File: config.mk
export PLATFORM = sky130hd
export DESIGN_NAME = quoted_key_value_block_parser_core
export DESIGN_NICKNAME = d
export VERILOG_FILES = /design/src/sv/qkvbp_pkg.sv /design/src/sv/qkvbp_front.sv /design/src/sv/qkvbp_fifo.sv /design/src/sv/qkvbp_back.sv /design/src/sv/quoted_key_value_block_parser_core.sv
export SDC_FILE = /design/constraint.sdc
export NUM_CORES = 1
export LEC_CHECK = 0
export BUFFER_PORTS_ARGS = -buffer_cell sky130_fd_sc_hd__buf_2
export CAP_MARGIN = 40
export CORE_UTILIZATION = 60
export CTS_BUF_LIST = sky130_fd_sc_hd__clkbuf_2 sky130_fd_sc_hd__clkbuf_4 sky130_fd_sc_hd__clkbuf_8
export DETAILED_ROUTE_END_ITERATION = 10
export GPL_ROUTABILITY_DRIVEN = 0
export GPL_TIMING_DRIVEN = 0
export PLACE_DENSITY_LB_ADDON = 0.08
export SETUP_SLACK_MARGIN = 0.3
export SLEW_MARGIN = 25
export SYNTH_ARGS = -nofsm -noshare
export SYNTH_HDL_FRONTEND = slang
export SYNTH_HIERARCHICAL = 1
export SYNTH_SLANG_ARGS = --single-unit
export TNS_END_PERCENT = 20
File: constraint.sdc
create_clock -name clk -period 6.55 [get_ports clk]
set_clock_uncertainty 0.15 [all_clocks]
set_input_delay 0.9825 -clock clk [delete_from_list [all_inputs] [get_ports clk]]
set_output_delay 0.9825 -clock clk [all_outputs]
set_load 0.01 [all_outputs]
File: src/sv/qkvbp_pkg.sv
// ----------------------------------------------------------------------------
// qkvbp_pkg
// Shared types, character codes and helpers for the key/value block parser.
// ----------------------------------------------------------------------------
package qkvbp_pkg;

  localparam int QKVBP_FIFO_DEPTH = 4;
  localparam int MAX_EV           = 3;
  localparam int CNT_W            = $clog2(MAX_EV + 1);

  localparam logic [7:0] CH_LBRACE = 8'h7B;
  localparam logic [7:0] CH_RBRACE = 8'h7D;
  localparam logic [7:0] CH_QUOTE  = 8'h22;
  localparam logic [7:0] CH_SPACE  = 8'h20;
  localparam logic [7:0] CH_TAB    = 8'h09;
  localparam logic [7:0] CH_CR     = 8'h0D;
  localparam logic [7:0] CH_LF     = 8'h0A;

  typedef enum logic [2:0] {
    EV_OPEN       = 3'd0,
    EV_KEY_BYTE   = 3'd1,
    EV_KEY_END    = 3'd2,
    EV_VAL_BYTE   = 3'd3,
    EV_VAL_END    = 3'd4,
    EV_CLOSE      = 3'd5,
    EV_CLOSE_DROP = 3'd6
  } ev_kind_t;

  typedef enum logic [2:0] {
    GR_OUT = 3'b001,
    GR_KEY = 3'b010,
    GR_VAL = 3'b100
  } gr_phase_t;

  typedef enum logic [2:0] {
    LX_GAP   = 3'b001,
    LX_QUOTE = 3'b010,
    LX_WORD  = 3'b100
  } lx_phase_t;

  // Events raised by one text byte, slot 0 first
  typedef struct packed {
    logic [CNT_W-1:0]           cnt;
    logic [MAX_EV-1:0][2:0]     kind;
    logic [MAX_EV-1:0][7:0]     data;
  } ev_bundle_t;

  typedef struct packed {
    gr_phase_t gp;
    lx_phase_t lp;
  } front_st_t;

  function automatic logic is_white(logic [7:0] b);
    return (b == CH_SPACE) || (b == CH_TAB) || (b == CH_CR) || (b == CH_LF);
  endfunction

  // Append one event; drop it once all slots are taken
  function automatic ev_bundle_t push_ev(ev_bundle_t bun, ev_kind_t k, logic [7:0] d);
    ev_bundle_t r;
    r = bun;
    if (bun.cnt != CNT_W'(MAX_EV)) begin
      r.kind[bun.cnt] = k;
      r.data[bun.cnt] = d;
      r.cnt           = bun.cnt + CNT_W'(1);
    end
    return r;
  endfunction

endpackage

File: src/sv/qkvbp_front.sv
// ----------------------------------------------------------------------------
// qkvbp_front
// Lexer/block grammar: classify one accepted byte a cycle into an event bundle.
// ----------------------------------------------------------------------------
module qkvbp_front
  import qkvbp_pkg::*;
(
  input  logic        clk,
  input  logic        rst_n,
  input  logic        acc,
  input  logic [7:0]  text_byte,
  input  logic        is_final,
  output ev_bundle_t  bun,
  output front_st_t   st
);

  typedef struct packed {
    gr_phase_t  gp;
    lx_phase_t  lp;
    logic [7:0] hb;
    logic [1:0] hc;
    ev_bundle_t bun;
  } lex_t;

  gr_phase_t  gp_r, gp_nxt;
  lx_phase_t  lp_r, lp_nxt;
  logic [7:0] hb_r, hb_nxt;
  logic [1:0] hc_r, hc_nxt;

  // Close the current token in the grammar
  function automatic lex_t tok_end(lex_t s);
    lex_t r;
    r = s;
    if (s.gp == GR_KEY) begin
      r.bun = push_ev(s.bun, EV_KEY_END, 8'h00);
      r.gp  = GR_VAL;
    end else if (s.gp == GR_VAL) begin
      r.bun = push_ev(s.bun, EV_VAL_END, 8'h00);
      r.gp  = GR_KEY;
    end
    return r;
  endfunction

  function automatic lex_t tok_byte(lex_t s, logic [7:0] b);
    lex_t r;
    r = s;
    if (s.gp == GR_KEY) begin
      r.bun = push_ev(s.bun, EV_KEY_BYTE, b);
    end else if (s.gp == GR_VAL) begin
      r.bun = push_ev(s.bun, EV_VAL_BYTE, b);
    end
    return r;
  endfunction

  // End of a quoted token: resolve a held single byte against the braces
  function automatic lex_t q_end(lex_t s);
    lex_t r;
    logic single;
    r      = s;
    single = (s.hc == 2'd1);
    if (s.gp == GR_KEY) begin
      if (single && s.hb == CH_RBRACE) begin
        r.bun = push_ev(r.bun, EV_CLOSE, 8'h00);
        r.gp  = GR_OUT;
      end else begin
        if (single) r.bun = push_ev(r.bun, EV_KEY_BYTE, s.hb);
        r.bun = push_ev(r.bun, EV_KEY_END, 8'h00);
        r.gp  = GR_VAL;
      end
    end else if (s.gp == GR_VAL) begin
      r.bun = push_ev(r.bun, EV_VAL_END, 8'h00);
      r.gp  = GR_KEY;
    end else if (single && s.hb == CH_LBRACE) begin
      r.bun = push_ev(r.bun, EV_OPEN, 8'h00);
      r.gp  = GR_KEY;
    end
    r.hc = 2'd0;
    r.hb = 8'h00;
    return r;
  endfunction

  lex_t s;

  always_comb begin
    s     = '{gp: gp_r, lp: lp_r, hb: hb_r, hc: hc_r, bun: '0};
    unique case (lp_r)
      LX_GAP: begin
        priority if (is_white(text_byte)) begin
          s = s;
        end else if (text_byte == CH_LBRACE) begin
          if (gp_r != GR_OUT) begin
            s = tok_end(tok_byte(s, text_byte));
          end else begin
            s.bun = push_ev(s.bun, EV_OPEN, 8'h00);
            s.gp  = GR_KEY;
          end
        end else if (text_byte == CH_RBRACE) begin
          if (gp_r == GR_KEY) begin
            s.bun = push_ev(s.bun, EV_CLOSE, 8'h00);
            s.gp  = GR_OUT;
          end else if (gp_r == GR_VAL) begin
            s = tok_end(tok_byte(s, text_byte));
          end
        end else if (text_byte == CH_QUOTE) begin
          s.lp = LX_QUOTE;
          s.hc = 2'd0;
          s.hb = 8'h00;
        end else begin
          s.lp = LX_WORD;
          s    = tok_byte(s, text_byte);
        end
      end
      LX_QUOTE: begin
        if (text_byte == CH_QUOTE) begin
          s    = q_end(s);
          s.lp = LX_GAP;
        end else if (gp_r == GR_VAL) begin
          s.bun = push_ev(s.bun, EV_VAL_BYTE, text_byte);
        end else if (hc_r == 2'd0) begin
          s.hb = text_byte;
          s.hc = 2'd1;
        end else begin
          if (gp_r == GR_KEY) begin
            if (hc_r == 2'd1) s.bun = push_ev(s.bun, EV_KEY_BYTE, hb_r);
            s.bun = push_ev(s.bun, EV_KEY_BYTE, text_byte);
          end
          s.hc = 2'd2;
        end
      end
      default: begin
        if (is_white(text_byte)) begin
          s    = tok_end(s);
          s.lp = LX_GAP;
        end else begin
          s = tok_byte(s, text_byte);
        end
      end
    endcase

    // End of text: finish the open token, then close an open block
    if (is_final) begin
      if (s.lp != LX_GAP) begin
        if (s.gp == GR_KEY &&
            !(s.lp == LX_QUOTE && s.hc == 2'd1 && s.hb == CH_RBRACE)) begin
          if (s.lp == LX_QUOTE && s.hc == 2'd1) s.bun = push_ev(s.bun, EV_KEY_BYTE, s.hb);
          s.gp = GR_VAL;
        end else if (s.lp == LX_QUOTE) begin
          s = q_end(s);
        end else begin
          s = tok_end(s);
        end
      end
      if (s.gp == GR_KEY) begin
        s.bun = push_ev(s.bun, EV_CLOSE, 8'h00);
      end else if (s.gp == GR_VAL) begin
        s.bun = push_ev(s.bun, EV_CLOSE_DROP, 8'h00);
      end
      s.gp = GR_OUT;
      s.lp = LX_GAP;
      s.hb = 8'h00;
      s.hc = 2'd0;
    end
  end

  assign gp_nxt = acc ? s.gp : gp_r;
  assign lp_nxt = acc ? s.lp : lp_r;
  assign hb_nxt = acc ? s.hb : hb_r;
  assign hc_nxt = acc ? s.hc : hc_r;

  always_ff @(posedge clk) begin
    if (!rst_n) begin
      gp_r <= GR_OUT;
      lp_r <= LX_GAP;
      hb_r <= 8'h00;
      hc_r <= 2'd0;
    end else begin
      gp_r <= gp_nxt;
      lp_r <= lp_nxt;
      hb_r <= hb_nxt;
      hc_r <= hc_nxt;
    end
  end

  assign bun = s.bun;
  assign st  = '{gp: gp_r, lp: lp_r};

endmodule

File: src/sv/qkvbp_fifo.sv
// ----------------------------------------------------------------------------
// qkvbp_fifo
// Short bundle queue between the lexer front and the event serialiser.
// ----------------------------------------------------------------------------
module qkvbp_fifo
  import qkvbp_pkg::*;
#(
  parameter int DEPTH = QKVBP_FIFO_DEPTH
) (
  input  logic       clk,
  input  logic       rst_n,
  input  logic       push,
  input  ev_bundle_t push_data,
  output logic       ready,
  input  logic       pop,
  output logic       head_valid,
  output ev_bundle_t head
);

  localparam int PTR_W = (DEPTH > 1) ? $clog2(DEPTH) : 1;
  localparam int CW    = $clog2(DEPTH + 1);

  ev_bundle_t       slot_r [DEPTH];
  logic [PTR_W-1:0] wp_r, wp_nxt, rp_r, rp_nxt;
  logic [CW-1:0]    cnt_r, cnt_nxt;

  function automatic logic [PTR_W-1:0] bump(logic [PTR_W-1:0] p);
    return (p == PTR_W'(DEPTH - 1)) ? '0 : p + PTR_W'(1);
  endfunction

  assign ready      = (cnt_r != CW'(DEPTH));
  assign head_valid = (cnt_r != '0);
  assign head       = slot_r[rp_r];

  always_comb begin
    wp_nxt  = push ? bump(wp_r) : wp_r;
    rp_nxt  = pop ? bump(rp_r) : rp_r;
    cnt_nxt = cnt_r + CW'(push) - CW'(pop);
  end

  always_ff @(posedge clk) begin
    if (push) slot_r[wp_r] <= push_data;
  end

  always_ff @(posedge clk) begin
    if (!rst_n) begin
      wp_r  <= '0;
      rp_r  <= '0;
      cnt_r <= '0;
    end else begin
      wp_r  <= wp_nxt;
      rp_r  <= rp_nxt;
      cnt_r <= cnt_nxt;
    end
  end

endmodule

File: src/sv/qkvbp_back.sv
// ----------------------------------------------------------------------------
// qkvbp_back
// Serialise bundles into a registered stream, one event a cycle while tready.
// ----------------------------------------------------------------------------
module qkvbp_back
  import qkvbp_pkg::*;
(
  input  logic       clk,
  input  logic       rst_n,
  input  logic       head_valid,
  input  ev_bundle_t head,
  output logic       pop,
  output logic       out_tvalid,
  input  logic       out_tready,
  output logic [7:0] out_tdata,
  output logic [2:0] out_tuser,
  output logic       out_tlast
);

  logic [CNT_W-1:0] idx_r, idx_nxt;
  logic             vld_r, vld_nxt;
  logic [7:0]       data_r;
  logic [2:0]       kind_r;
  logic             last_r;
  logic             load, last;

  assign load = head_valid && (!vld_r || out_tready);
  assign last = (idx_r == CNT_W'(head.cnt - CNT_W'(1)));
  assign pop  = load && last;

  always_comb begin
    idx_nxt = idx_r;
    vld_nxt = vld_r;
    if (load) begin
      idx_nxt = last ? '0 : idx_r + CNT_W'(1);
      vld_nxt = 1'b1;
    end else if (out_tready) begin
      vld_nxt = 1'b0;
    end
  end

  always_ff @(posedge clk) begin
    if (!rst_n) begin
      idx_r <= '0;
      vld_r <= 1'b0;
    end else begin
      idx_r <= idx_nxt;
      vld_r <= vld_nxt;
    end
  end

  // Payload: load with the slot under the index
  always_ff @(posedge clk) begin
    if (load) begin
      kind_r <= head.kind[idx_r];
      data_r <= head.data[idx_r];
      last_r <= last;
    end
  end

  assign out_tvalid = vld_r;
  assign out_tdata  = data_r;
  assign out_tuser  = kind_r;
  assign out_tlast  = last_r;

endmodule

File: src/sv/quoted_key_value_block_parser_core.sv
// ----------------------------------------------------------------------------
// quoted_key_value_block_parser_core
// Quoted key/value block tokenizer: text bytes in, block/key/value events out.
// ----------------------------------------------------------------------------
// Usage
//   Input stream: one text byte per transfer on in_tdata, in_tlast high on
//   the last byte of a text. Output stream: one event per transfer, kind on
//   out_tuser, key or value byte on out_tdata (zero for other kinds),
//   out_tlast high on the last event raised by one input byte. A byte that
//   raises no event produces no output transfer.
//   The first event of a byte is written into a queue slot, then loaded
//   into the output register. One byte per cycle is taken while each byte
//   raises at most one event and out_tready is high; the output port moves
//   one event per cycle while out_tready is high, one transfer for each of
//   a byte's events. The lexer/grammar state updates once per accepted byte.
//   A queue of FIFO_DEPTH event bundles decouples the lexer from the
//   serialiser: when the receiver stalls, the queue fills, and in_tready
//   drops only once it is full.
//   Reset (rst_n low, synchronous) returns to outside any block, between
//   tokens, and empties the queue. After a byte with in_tlast the parser
//   state returns to the same reset state.
// ----------------------------------------------------------------------------
module quoted_key_value_block_parser_core
  import qkvbp_pkg::*;
#(
  parameter int FIFO_DEPTH = QKVBP_FIFO_DEPTH
) (
  input  logic       clk,
  input  logic       rst_n,
  input  logic       in_tvalid,
  output logic       in_tready,
  input  logic [7:0] in_tdata,   // [7:0] text_byte
  input  logic       in_tlast,   // is_final
  output logic       out_tvalid,
  input  logic       out_tready,
  output logic [7:0] out_tdata,  // [7:0] event_byte
  output logic [2:0] out_tuser,  // [2:0] event_kind
  output logic       out_tlast   // last_of_run
);

  logic       in_acc;
  ev_bundle_t bun;
  front_st_t  st;
  logic       q_push, q_ready, q_pop, q_valid;
  ev_bundle_t q_head;

  // Take a byte whenever the queue has room for its bundle
  assign in_tready = q_ready;
  assign in_acc    = in_tvalid && in_tready;
  // Drop empty bundles: silent bytes raise no output transfer
  assign q_push    = in_acc && (bun.cnt != '0);

  qkvbp_front u_front (
    .clk       (clk),
    .rst_n     (rst_n),
    .acc       (in_acc),
    .text_byte (in_tdata),
    .is_final  (in_tlast),
    .bun       (bun),
    .st        (st)
  );

  qkvbp_fifo #(
    .DEPTH (FIFO_DEPTH)
  ) u_fifo (
    .clk        (clk),
    .rst_n      (rst_n),
    .push       (q_push),
    .push_data  (bun),
    .ready      (q_ready),
    .pop        (q_pop),
    .head_valid (q_valid),
    .head       (q_head)
  );

  qkvbp_back u_back (
    .clk        (clk),
    .rst_n      (rst_n),
    .head_valid (q_valid),
    .head       (q_head),
    .pop        (q_pop),
    .out_tvalid (out_tvalid),
    .out_tready (out_tready),
    .out_tdata  (out_tdata),
    .out_tuser  (out_tuser),
    .out_tlast  (out_tlast)
  );

  // End of text leaves the parser in its reset state
  a_final_resets: assert property (@(posedge clk) disable iff (!rst_n)
    in_acc && in_tlast |=> st.gp == GR_OUT && st.lp == LX_GAP)
    else $error("parser state not cleared after final byte");

  // Only key and value byte events carry a byte
  a_byte_zero: assert property (@(posedge clk) disable iff (!rst_n)
    out_tvalid && out_tuser != EV_KEY_BYTE && out_tuser != EV_VAL_BYTE
    |-> out_tdata == 8'h00)
    else $error("non-byte event carries data");

  // No event kind beyond close-dropping-key
  a_kind_range: assert property (@(posedge clk) disable iff (!rst_n)
    out_tvalid |-> out_tuser != 3'd7)
    else $error("invalid event kind");

  // A pushed bundle never exceeds the slot count
  a_bundle_cnt: assert property (@(posedge clk) disable iff (!rst_n)
    q_push |-> bun.cnt <= CNT_W'(MAX_EV))
    else $error("event bundle overflow");

endmodule
==> flow_summary.toml, run 1 <==
[synth]
ys_warn_count = 6
synth.cell_area_um2 = 9120
syn_inst = 697
synth_mux_area_share_pct = 11.3
synth.area.top_cells = "edfxtp_1, mux4_2, dfxtp_1"
synth_cell_types = 94
synth_ff_type = "edfxtp_1"
synthSimpleGateAreaFrac_pct = 12.7
seq_area_frac_synth_pct = 56.2
yosys.area_share.adder_pct = 1.18
postSynthAreaPerCell_um2 = 13.1
synth_xor_area_share_pct = 0.727
synth_top_area_share_pct = 50.1
synth-seq-cells = 180
async_flop_share_pct = 0
synth_compound_gate_area_share_pct = 11.7
yosysTopAreaCell = "edfxtp_1"
synth_edf_count = 152
synth_top_family_by_area = "simple AND/OR/NAND/NOR gates"

[critical_path]
worstPathRequired_ns = 6.74
slowest_delay_ns = 0.71
cp.arrival_ns = 5.89
crit_type = "input port to flip-flop"
cp_top_family = "simple AND/OR/NAND/NOR gates"
path_max_fanout = 10
crit_chain = "clkbuf_1 > or4bb_1 > o21ai_2 > nor2_1 > o221ai_1 > nand2_1 > nor3_1 > o211ai_1 > and2_0 > a221oi_1 > buf_4 > o211a_1 > ha_1 > inv_1 > fa_1 > xnor3_1 > nor2_1"
cp_slowest_cell = "or4bb_1"
cp_num_buf_inv = 3
start_kind = "input port"
crit_top_cell = "nor2_1"
cp-end-kind = "flip-flop"
reg2reg_from = "u_front/lp_r[0]"
startpoint = "in_tdata[3]"

[routing]
wl_um = 20500
via_per_inst = 6.56
route.detailed.drc = 2
ant_nets = 0
drt_pass1_iterations = 11
vias = 6235
wl_per_cell_um = 21.6
drt-initial-drc-count = 907

[pwr]
finalPower_mw = 2.50
total_leakage_power_nw = 3.34
worst_ir_drop_vdd_uv = 158
power_density_nw_per_um2 = 250

[clock_network]
cts_root_buf = "clkbuf_8"
clk_pin_slew_worst_paths_ns = 0.08
clock_path_buffers = 2
cts.sinks = 180
postCtsSetupRepairBufs = 0
cts_max_level = 4
tritoncts = "yes"
cts_resized = 0
hold_buffers = 0
numCtsBuffers = 17
clock_latency_ns = 0.46

[floorplan]
rows = 44
chipWidth_um = 125
ios = 27
die_area_um2 = 15700
core_area_um2 = 14700
start_util_pct = 62.0
die_y_um = 125

[sta]
max_freq_mhz = 176
period_share_pct = 87.0
setup_viol = 0
slew_violations = 0
hold_ws_ns = 0.382
rsz0062_at_grt = "no"
fin_setup_tns_ns = 0
relSlewSlack_pct = 42.8
finalHoldViolations = 0
tightest_slew_ns = 0.849
post-route-min-period_ns = 5.70

[final_layout]
drive_above_1_share_pct = 23.9
fillers = 1046
nNetsFinal = 775
insertedDiodeCount = 0
syn_to_final_growth_pct = 9.29
postLayoutCellArea_um2 = 9970
fin_util_pct = 67.8

[place]
io_buffers = 25
dpl-instance-area_um2 = 9590
dpl.hpwl_um = 14400

[grt]
grt_usage_pct = 27.8
grt_pass1_vias = 6128
grt_pass1_wl_um = 32700
antenna_found_initial = 0
grt_max_degree = 26
grt_overflow_total = 0

[run_status]
violations = "design-rule violations"
status = "complete, but fails checks"

[hold_path]
worstHoldStart = "u_fifo/rp_r[0]"
hold_class = "flip-flop to flip-flop"

[run]
cap_violations = 0
[routing by layer]
metal / part of all wire [%] / GRT usage (%) / routed length, um
met1: 41 / 36.9 / 8320
met2: 48 / 45.9 / 9930
met3: 8.8 / 6.12 / 1810
met4: 2.3 / 8.97 / 470
met5: 0 / 0 / 0
[worst register-to-register path, cell delays in order (launching register included)]
cell	delay, ns
dfxtp_1	0.33
buf_4	0.14
or3b_1	0.34
clkbuf_1	0.20
a21oi_1	0.40
o21ai_0	0.22
a2111oi_2	0.38
nand4b_2	0.24
nor3_1	0.44
o211ai_1	0.20
and2_0	0.20
a221oi_1	0.57
buf_4	0.24
o211a_1	0.25
ha_1	0.18
inv_1	0.05
fa_1	0.39
xnor3_1	0.20
nor2_1	0.04
[Yosys cell counts, drive strengths merged, types with 10 or more instances]
| cell type | count |
|---|---|
| edfxtp | 152 |
| buf | 52 |
| nand2 | 48 |
| o21ai | 37 |
| mux4 | 35 |
| nor2 | 35 |
| dfxtp | 28 |
| and2 | 23 |
| inv | 23 |
| a21oi | 21 |
| mux2i | 18 |
| o22ai | 18 |
| clkbuf | 17 |
| nor3 | 15 |
| a22oi | 13 |
| and3 | 12 |
| nand3 | 12 |
| nand2b | 10 |
[final cells by class]
type	instances	area [um^2]	share of cell area, %
Sequential cell	180	5120	51.4
Multi-Input combinational cell	432	3460	34.8
Buffer	69	474	4.76
Clock buffer	21	270	2.71
Tap cell	184	230	2.31
Timing Repair Buffer	31	215	2.16
Clock inverter	11	100	1.00
Inverter	23	86.3	0.866
[logic make-up after synthesis]
family,Yosys count
other,1
buffers and inverters,92
DFF,180
adders and majority gates,8
and+or+nand+nor,204
xor gates and xnor gates,6
AOI/OAI and AO/OA,150
muxes,56
[worst paths after layout]
check / endpoint / depth (start not counted) / slack [ns]
worst max register to register: u_fifo/cnt_r[2] / 18 / 1.27
worst max-delay path: u_fifo/cnt_r[2] / 17 / 0.85
worst min-delay path: flip-flop / 2 / 0.38
worst min register to register: flip-flop / 2 / 0.38
[metrics by stage]
step / cells / setup WS, ns
final: 951 / 0.853
after global routing: 951 / 0.590
after CTS: 950 / 1.01
after detailed placement: 918 / 0.502
after global placement: 913 / -0.291
after floorplan: 704 / 1.35
[sequential cells by signal, indices dropped and copies added, names as in the netlist, 3 cells and up, named ones only]
name	cells
u_fifo/slot_r	140
u_back/out_tdata	8
u_front/hb_r	8
u_back/out_tuser	3
u_fifo/cnt_r	3
u_front/gp_r	3
u_front/lp_r	3
[where the power goes]
part	internal (mW)	switching, mW
clock	0.295	0.401
sequential	1.30	0.0200
combinational	0.210	0.273
[cells in the final DEF, fill, tap and decap left out, drive strengths merged, types with 21 or more instances in the layout]
| cell | n |
|---|---|
| a21oi | 21 |
| nand2 | 48 |
| and2 | 23 |
| edfxtp | 152 |
| buf | 82 |
| clkbuf | 39 |
| mux4 | 35 |
| inv | 26 |
| nor2 | 35 |
| dfxtp | 28 |
| o21ai | 37 |
Note: power is estimated with default switching activity, not from simulation.
==> inputs of run 2 (changes only) <==
--- a/config.mk
+++ b/config.mk
@@ -7,7 +7,7 @@
 export LEC_CHECK = 0
 export BUFFER_PORTS_ARGS = -buffer_cell sky130_fd_sc_hd__buf_2
 export CAP_MARGIN = 40
-export CORE_UTILIZATION = 60
+export CORE_UTILIZATION = 58
 export CTS_BUF_LIST = sky130_fd_sc_hd__clkbuf_2 sky130_fd_sc_hd__clkbuf_4 sky130_fd_sc_hd__clkbuf_8
 export DETAILED_ROUTE_END_ITERATION = 10
 export GPL_ROUTABILITY_DRIVEN = 0
==> constraint.sdc (replaced) <==
create_clock -name clk -period 5 [get_ports clk]
set_clock_uncertainty 0.15 [all_clocks]
set_input_delay 0.75 -clock clk [delete_from_list [all_inputs] [get_ports clk]]
set_output_delay 0.75 -clock clk [all_outputs]
set_load 0.01 [all_outputs]
==> flow_summary.toml, run 2 (synthesis results as in run 1) <==
[grt]
grt_max_degree = 24
grt_pass1_wl_um = 33100
grt_usage_pct = 27.5
antenna_found_initial = 0
grt_pass1_vias = 6105
grt_overflow_total = 0

[hold_path]
whs_path_depth = 2
hold_class = "flip-flop to flip-flop"
worstHoldStart = "u_fifo/wp_r[0]"

[place]
post-place-ws_ns = -1.02
io_buffers = 25
dpl.cell_count = 944
dpl.hpwl_um = 14900

[routing]
ant_nets = 0
wl_per_cell_um = 21.6
drt-initial-drc-count = 747
drt_pass1_iterations = 6
vias = 6426
via_per_inst = 6.46
wl_um = 21500
route.detailed.drc = 0

[sta]
slew_violations = 0
tightest_slew_ns = 0.773
setup_ws_ns = 0.304
period_share_pct = 93.9
rsz0062_at_grt = "no"
relSlewSlack_pct = 48.2
hold_ws_ns = 0.397
setup_viol = 0
finalHoldViolations = 0
post-route-min-period_ns = 4.70
max_freq_mhz = 213

[final_layout]
drive_above_1_share_pct = 30.1
finalNonFillerCells = 994
fillers = 1071
insertedDiodeCount = 0
layout_common_cells = "edfxtp_1, buf_4, nand2_1, buf_2, o21ai_0"
final_common_cell = "edfxtp_1"
nNetsFinal = 791
regArea_um2 = 5120
top_register = "u_fifo/slot_r"
syn_to_final_growth_pct = 14.5
multi_input_area_um2 = 3770
largest_reg_flops = 140

[pwr]
total_leakage_power_nw = 3.51
worst_ir_drop_vdd_uv = 193
power_density_nw_per_um2 = 315

[floorplan]
core_area_um2 = 15300
rows = 45
ios = 27
die_area_um2 = 16200
start_util_pct = 59.8
chipWidth_um = 127
die_y_um = 127

[clock_network]
cts_root_buf = "clkbuf_8"
clk_pin_slew_worst_paths_ns = 0.09
tritoncts = "yes"
numCtsBuffers = 17
clock_latency_ns = 0.46
clock_path_buffers = 2
cts.sinks = 180
hold_buffers = 0
cts_max_level = 4

[run]
cap_violations = 0

[critical_path]
worstPathRequired_ns = 5.19
cp-end-kind = "flip-flop"
reg2reg_from = "u_front/lp_r[0]"
startpoint = "in_tdata[3]"
path_max_fanout = 10
start_kind = "input port"
crit_type = "input port to flip-flop"
cp.arrival_ns = 4.89
r2r_cells = 18

[run_status]
status = "finished clean"
[run 2: layer usage]
layer  vias to the layer above  global-route usage [%]  wire length (um)
li1                       2820                       -                 -
met1                      3156                    36.6              8740
met2                       379                    43.7             10300
met3                        71                    5.99              1810
met4                         0                    12.0               656
met5                         -                       0                 0
[run 2: repair_timing]
action                                  CTS  global route
setup buffers                             5            13
cloned                                    0             0
hold endpoints to repair                  0             0
endpoints found under the setup margin  144           131
gates resized for setup                  23            47
pin swaps                                 3            11
[run 2: cell type report]
cell class	count	share of cell area [%]
buffer	69	4.71
clock buffer	19	2.38
clock inverter	13	0.946
inverter	23	0.827
multi-input combinational	432	36.1
sequential	180	49.1
tap	211	2.53
timing repair buffer	47	3.47
[run 2: path summary, 6_finish.rpt]
check	end	slack, ns
max reg2reg	u_fifo/cnt_r[2]	0.38
min	u_fifo/wp_r[0]	0.40
min reg2reg	u_fifo/wp_r[0]	0.40
max	u_fifo/cnt_r[2]	0.30
[run 2: per-stage QoR]
step / utilization, % / TNS (ns) / total power, mW / area [um^2]
4_1_cts: 66.3 / 0 / 3.28 / 10100
6_report: 68.4 / 0 / 3.28 / 10400
3_3_place_gp: 62.5 / -215.42 / 2.37 / 9540
3_5_place_dp: 63.2 / -125.47 / 2.39 / 9640
2_1_floorplan: - / 0 / 2.21 / 9150
5_1_grt: 68.4 / 0 / 3.42 / 10400
[run 2: where the power goes]
| part | switching (mW) | internal (mW) |
|---|---|---|
| clock network | 0.533 | 0.364 |
| registers | 0.0257 | 1.70 |
| logic | 0.377 | 0.287 |
| total | 0.936 | 2.35 |
[run 2: worst max-delay path, cell delays in order]
cell and delay (ns):
clkbuf_1 0.22, or4bb_4 0.66, nor3_4 0.26, o22ai_4 0.13, a22oi_2 0.28, nand4b_4 0.21
nor3_4 0.35, o2bb2ai_2 0.11, mux2i_4 0.24, o22ai_2 0.14, a221oi_4 0.31, buf_4 0.18
o211a_4 0.20, ha_1 0.15, inv_1 0.05, fa_1 0.38, xnor3_1 0.20, nor2_1 0.04
